[config.mk]
export PLATFORM = sky130hd
export DESIGN_NAME = sfs_bitmap
export DESIGN_NICKNAME = d
export VERILOG_FILES = /design/src/rtl/sfs_pkg.sv /design/src/rtl/sfs_bitmap.sv
export SDC_FILE = /design/constraint.sdc
export NUM_CORES = 1
export LEC_CHECK = 0
export ABC_AREA = 1
export BUFFER_PORTS_ARGS = -buffer_cell sky130_fd_sc_hd__buf_2
export CORE_MARGIN = 5
export CORE_UTILIZATION = 50
export DETAILED_ROUTE_END_ITERATION = 8
export GPL_TIMING_DRIVEN = 1
export PLACE_DENSITY = 0.63
export SYNTH_ARGS = -nofsm -noshare
export SYNTH_HDL_FRONTEND = slang
export SYNTH_SLANG_ARGS = --single-unit
[constraint.sdc]
create_clock -name i_clk -period 1.8 [get_ports i_clk]
set_input_delay 0.18 -clock i_clk [delete_from_list [all_inputs] [get_ports i_clk]]
set_output_delay 0.18 -clock i_clk [all_outputs]
set_load 0.05 [all_outputs]
[src/rtl/sfs_pkg.sv]
// shared types and constants for the slot allocator with free stack
`default_nettype none

package sfs_pkg;

    // number of slots the bitmap and the free stack can hold
    localparam int DEPTH = 1024;
    localparam int IDX_W = $clog2(DEPTH);
    // counts run from zero up to DEPTH inclusive
    localparam int CNT_W = 11;
    localparam int SLOT_W = 32;
    localparam int CFG_IDX_W = 1;
    localparam int CFG_DATA_W = 32;

    typedef enum logic [1:0] {
        KIND_ALLOC = 2'd0,
        KIND_FREE  = 2'd1,
        KIND_CHECK = 2'd2
    } t_kind;

    typedef enum logic [1:0] {
        ST_OK      = 2'd0,
        ST_EMPTY   = 2'd1,
        ST_INVALID = 2'd2,
        ST_DUP     = 2'd3
    } t_status;

    typedef enum logic [CFG_IDX_W-1:0] {
        CFG_BASE_INDEX = 1'b0,
        CFG_CAPACITY   = 1'b1
    } t_cfg_reg;

    // request transaction
    typedef struct packed {
        logic [1:0]        kind;
        logic [SLOT_W-1:0] slot_index;
    } t_in_item;

    // result transaction
    typedef struct packed {
        logic [1:0]        status;
        logic [SLOT_W-1:0] granted_index;
        logic              is_allocated;
        logic [CNT_W-1:0]  used_slots;
        logic [CNT_W-1:0]  free_slots;
    } t_out_item;

    // one bitmap write
    typedef struct packed {
        logic             en;
        logic [IDX_W-1:0] addr;
        logic             bit_val;
    } t_bm_wr;

    // one free stack operation
    typedef struct packed {
        logic             push;
        logic             pop;
        logic [IDX_W-1:0] data;
    } t_stk_op;

endpackage

`default_nettype wire

[src/rtl/sfs_bitmap.sv]
// allocated bitmap memory with read port and last-write forwarding
`default_nettype none

module sfs_bitmap (
    input  wire logic                  i_clk,
    input  wire logic                  i_rst_n,
    input  wire logic                  i_clear,
    input  wire logic                  i_rd_en,
    input  wire logic [sfs_pkg::IDX_W-1:0] i_rd_addr,
    input  wire logic [sfs_pkg::IDX_W-1:0] i_chk_addr,
    input  wire sfs_pkg::t_bm_wr       i_wr,
    output logic                       o_bit
);
    import sfs_pkg::*;

    logic             r_mem [DEPTH];
    logic             r_rd;
    logic             r_fw_vld;
    logic [IDX_W-1:0] r_fw_addr;
    logic             r_fw_bit;

    // memory write port and registered read port
    always_ff @(posedge i_clk) begin
        if (i_wr.en) begin
            r_mem[i_wr.addr] <= i_wr.bit_val;
        end
        if (i_rd_en) begin
            r_rd <= r_mem[i_rd_addr];
        end
    end

    // remember the latest write; it may have missed the pending read
    always_ff @(posedge i_clk) begin
        if (!i_rst_n || i_clear) begin
            r_fw_vld <= 1'b0;
        end else if (i_wr.en) begin
            r_fw_vld <= 1'b1;
        end
    end

    always_ff @(posedge i_clk) begin
        if (i_wr.en) begin
            r_fw_addr <= i_wr.addr;
            r_fw_bit  <= i_wr.bit_val;
        end
    end

    // forwarded bit for the request being decided
    assign o_bit = (r_fw_vld && r_fw_addr == i_chk_addr) ? r_fw_bit : r_rd;

endmodule

`default_nettype wire

==> flow_summary.json <==
{
  "die_height_microns": 316.4,
  "viasPerCell": 5.866,
  "clk_pin_slew_worst_paths_ns": 0.06,
  "worstPathRequired_ns": 1.62,
  "start_util_pct": 50.36,
  "syn-num-nets": 4752,
  "power.total_mw": 51.75,
  "vias": 36000,
  "numCtsBuffers": 108,
  "grt_setup_unrepaired": "yes",
  "grt_pass1_wl_microns": 211100,
  "dr.pass1.iters": 6,
  "grt_pass1_vias": 33950,
  "route.detailed.drc": 0,
  "die_w_microns": 316.4,
  "path_max_fanout": 2,
  "dieArea_sq_um": 100100,
  "power.density_nw_per_um2": 945.1,
  "tritoncts": "built",
  "swShare_pct": 23.03,
  "reg2reg_slack_ns": 0.09,
  "syn_avg_cell_area_sq_um": 9.952,
  "setup_violations": 1,
  "syn_area_sq_um": 46930,
  "r2r_end": "r_rd$_DFFE_PP_",
  "p_leak_nw": 18.77,
  "timing.fmax_mhz": 418.0,
  "area_delta_synth_final_pct": 16.66,
  "antenna_found_initial": 6,
  "wire_per_inst_microns": 23.12,
  "crit_end": "o_bit",
  "power.switching_mw": 11.92,
  "crit_path_end_kind": "primary output",
  "worst_slew_margin_rel_pct": 55.90,
  "crit_arrival_ns": 2.21,
  "io_pins": 37,
  "clkPwrFrac_pct": 41.0,
  "track_usage_pct": 27.97,
  "r2r_cells": 12,
  "fillers": 7843,
  "grt_overflow": 0,
  "slew_viol_final": 0,
  "fin_crit_ns": 2.392,
  "hold_violations": 0,
  "std_cell_rows": 112,
  "cts_sinks": 1037,
  "failed_checks": "negative setup slack",
  "synth_top_area_share_pct": 66.28,
  "crit_path_start_kind": "flip-flop",
  "drt_iter0_drc": 5217,
  "synth_area_leader_cell": "edfxtp_1",
  "cts_buffer_depth": 3,
  "placed_cell_area_sq_um": 51010,
  "fin_skew_ns": 0.02363,
  "syn-instance-count": 4716,
  "layout_common_cells": "nand2_1 (1,078), nor2_1 (1,043), edfxtp_1 (1,036), nand3_1 (977), buf_4 (183)",
  "ant_nets": 0,
  "clk_latency_ns": 0.68,
  "hold_path_depth": 5,
  "h-tree-depth": 3,
  "worstReg2RegStart": "r_mem[323]$_DFFE_PP_",
  "fin_area_sq_um": 54750,
  "portBuffers": 36,
  "routed_wl_microns": 141900,
  "setup_tns_ns": -0.5923,
  "synth.top_cells.by_area": "edfxtp_1 (66%), nand3_1 (11%), nand2_1 (8.8%)",
  "ys_ff_latch": 1037,
  "ys_seq_area_share_pct": 66.33,
  "clockRootBuffer": "clkbuf_16",
  "seq_power_share_pct": 51.4,
  "yosysWarningCount": 0,
  "seqCellArea_sq_um": 31130,
  "fin_ws_ns": -0.5923,
  "multi_input_area_sq_um": 13790,
  "path_class": "flip-flop to primary output",
  "worstMarginPinSlew_ns": 0.6615,
  "cap_violations": 0,
  "grt_max_degree": 94,
  "hold_path.class": "input port to flip-flop",
  "dp_hpwl_microns": 80820,
  "synth_cell_type_count": 24,
  "startpoint": "r_fw_addr[1]$_DFFE_PP_",
  "p_comb_share_pct": 7.6,
  "fin_crit_sh_pct": 132.9,
  "p_int_mw": 39.83,
  "place.gp.congestion": 0.8423,
  "diodes": 0,
  "fin_nets": 4834,
  "coreArea_sq_um": 93190,
  "ir_worst_vdd_mv": 0.7073,
  "drive_gt1_share_pct": 12.27,
  "outcome": "finished with violations",
  "layout_commonest_cell": "nand2_1"
}
## how the worst min path moves through the flow
stage / start / to / slack [ns]
2_1_floorplan: i_clear / r_fw_vld$_SDFFE_PP0P_ / 0.25
3_3_place_gp: i_clear / r_fw_vld$_SDFFE_PP0P_ / 0.34
3_5_place_dp: i_clear / r_fw_vld$_SDFFE_PP0P_ / 0.34
4_1_cts: i_rd_addr[7] / r_rd$_DFFE_PP_ / 0.06
5_1_grt: i_rd_addr[7] / r_rd$_DFFE_PP_ / 0.11
6_report: i_rd_addr[7] / r_rd$_DFFE_PP_ / 0.11
## layout make-up
cell class              instances  area share, %
multi-input cells            3217          25.19
inverters                      50         0.3976
repair buffers                384          8.672
well taps                    1254          2.866
clock inverters                52         0.7495
flip-flops and latches       1037          56.86
clock buffers                 143          5.270
## critical path, stage by stage, from the launching register on
cell and delay [ns]:
edfxtp_1 0.39, inv_2 0.07, or2_4 0.11, o21ai_4 0.06
a2111oi_4 0.28, nand3_1 0.15, mux2_4 0.33, buf_8 0.15
## registers in the layout (all words and copies together) (netlist names)
signal and count:
r_fw_vld 1, r_fw_addr 10, r_fw_bit 1, r_mem 1024, r_rd 1
## kinds of logic (layout without fill, tap and decap cells)
group / Yosys count / count (layout) / share of synthesized area [%]
buffers and inverters: 462 / 629 / 4.983
AND/OR/NAND/NOR: 3206 / 3206 / 28.50
flip-flops: 1037 / 1037 / 66.33
multiplexers: 1 / 1 / 0.02399
AO/OA/AOI/OAI: 4 / 4 / 0.05065
XOR/XNOR: 6 / 6 / 0.1120
## layer usage
layer / global-route usage (%) / share of wire [%] / up-vias
li1: - / - / 16130
met1: 40.76 / 40 / 17670
met2: 43.30 / 45 / 1920
met3: 4.653 / 11 / 279
met4: 9.399 / 3.2 / 4
met5: 0 / 0.015 / -
## per-stage QoR
stage	instances	hold slack, ns	worst slack (ns)	utilization (%)
after global placement	5924	0.3396	-0.4891	54.74
after global routing	6137	0.1092	-0.6801	58.75
after floorplan	4716	0.2524	0.1555	-
final	6137	0.1123	-0.5923	58.75
after CTS	6136	0.05553	-0.5506	58.48
after detailed placement	5924	0.3424	-0.4707	54.74
## what timing repair did
item / CTS / global route
endpoints found under the hold margin: 64 / 0
hold buffers: 17 / 0
gates resized for setup: 5 / 53
pin swaps: 0 / 6
setup buffers: 0 / 1
setup endpoints to repair: 2 / 41
## power by group through the flow
stage               logic (mW)  registers (mW)  clock network [mW]
floorplan                 1.90            27.1                   0
global placement          3.71            27.1                   0
detailed placement        3.73            27.1                   0
CTS                       3.79            26.6                21.4
global route              4.18            26.6                22.4
finish                    3.91            26.6                21.2
## cells in the mapped netlist, drive strengths merged
| master | n |
|---|---|
| edfxtp | 1036 |
| nand3 | 1022 |
| nand4 | 8 |
| nor2 | 1043 |
| mux2 | 1 |
| inv | 49 |
| dfxtp | 1 |
| o21ai | 3 |
| a2111oi | 1 |
| buf | 244 |
| nand2 | 1105 |
| clkinv | 1 |
| nor3 | 26 |
| or2 | 2 |
| clkbuf | 168 |
| xor2 | 6 |
Note: power is estimated with default switching activity, not from simulation.
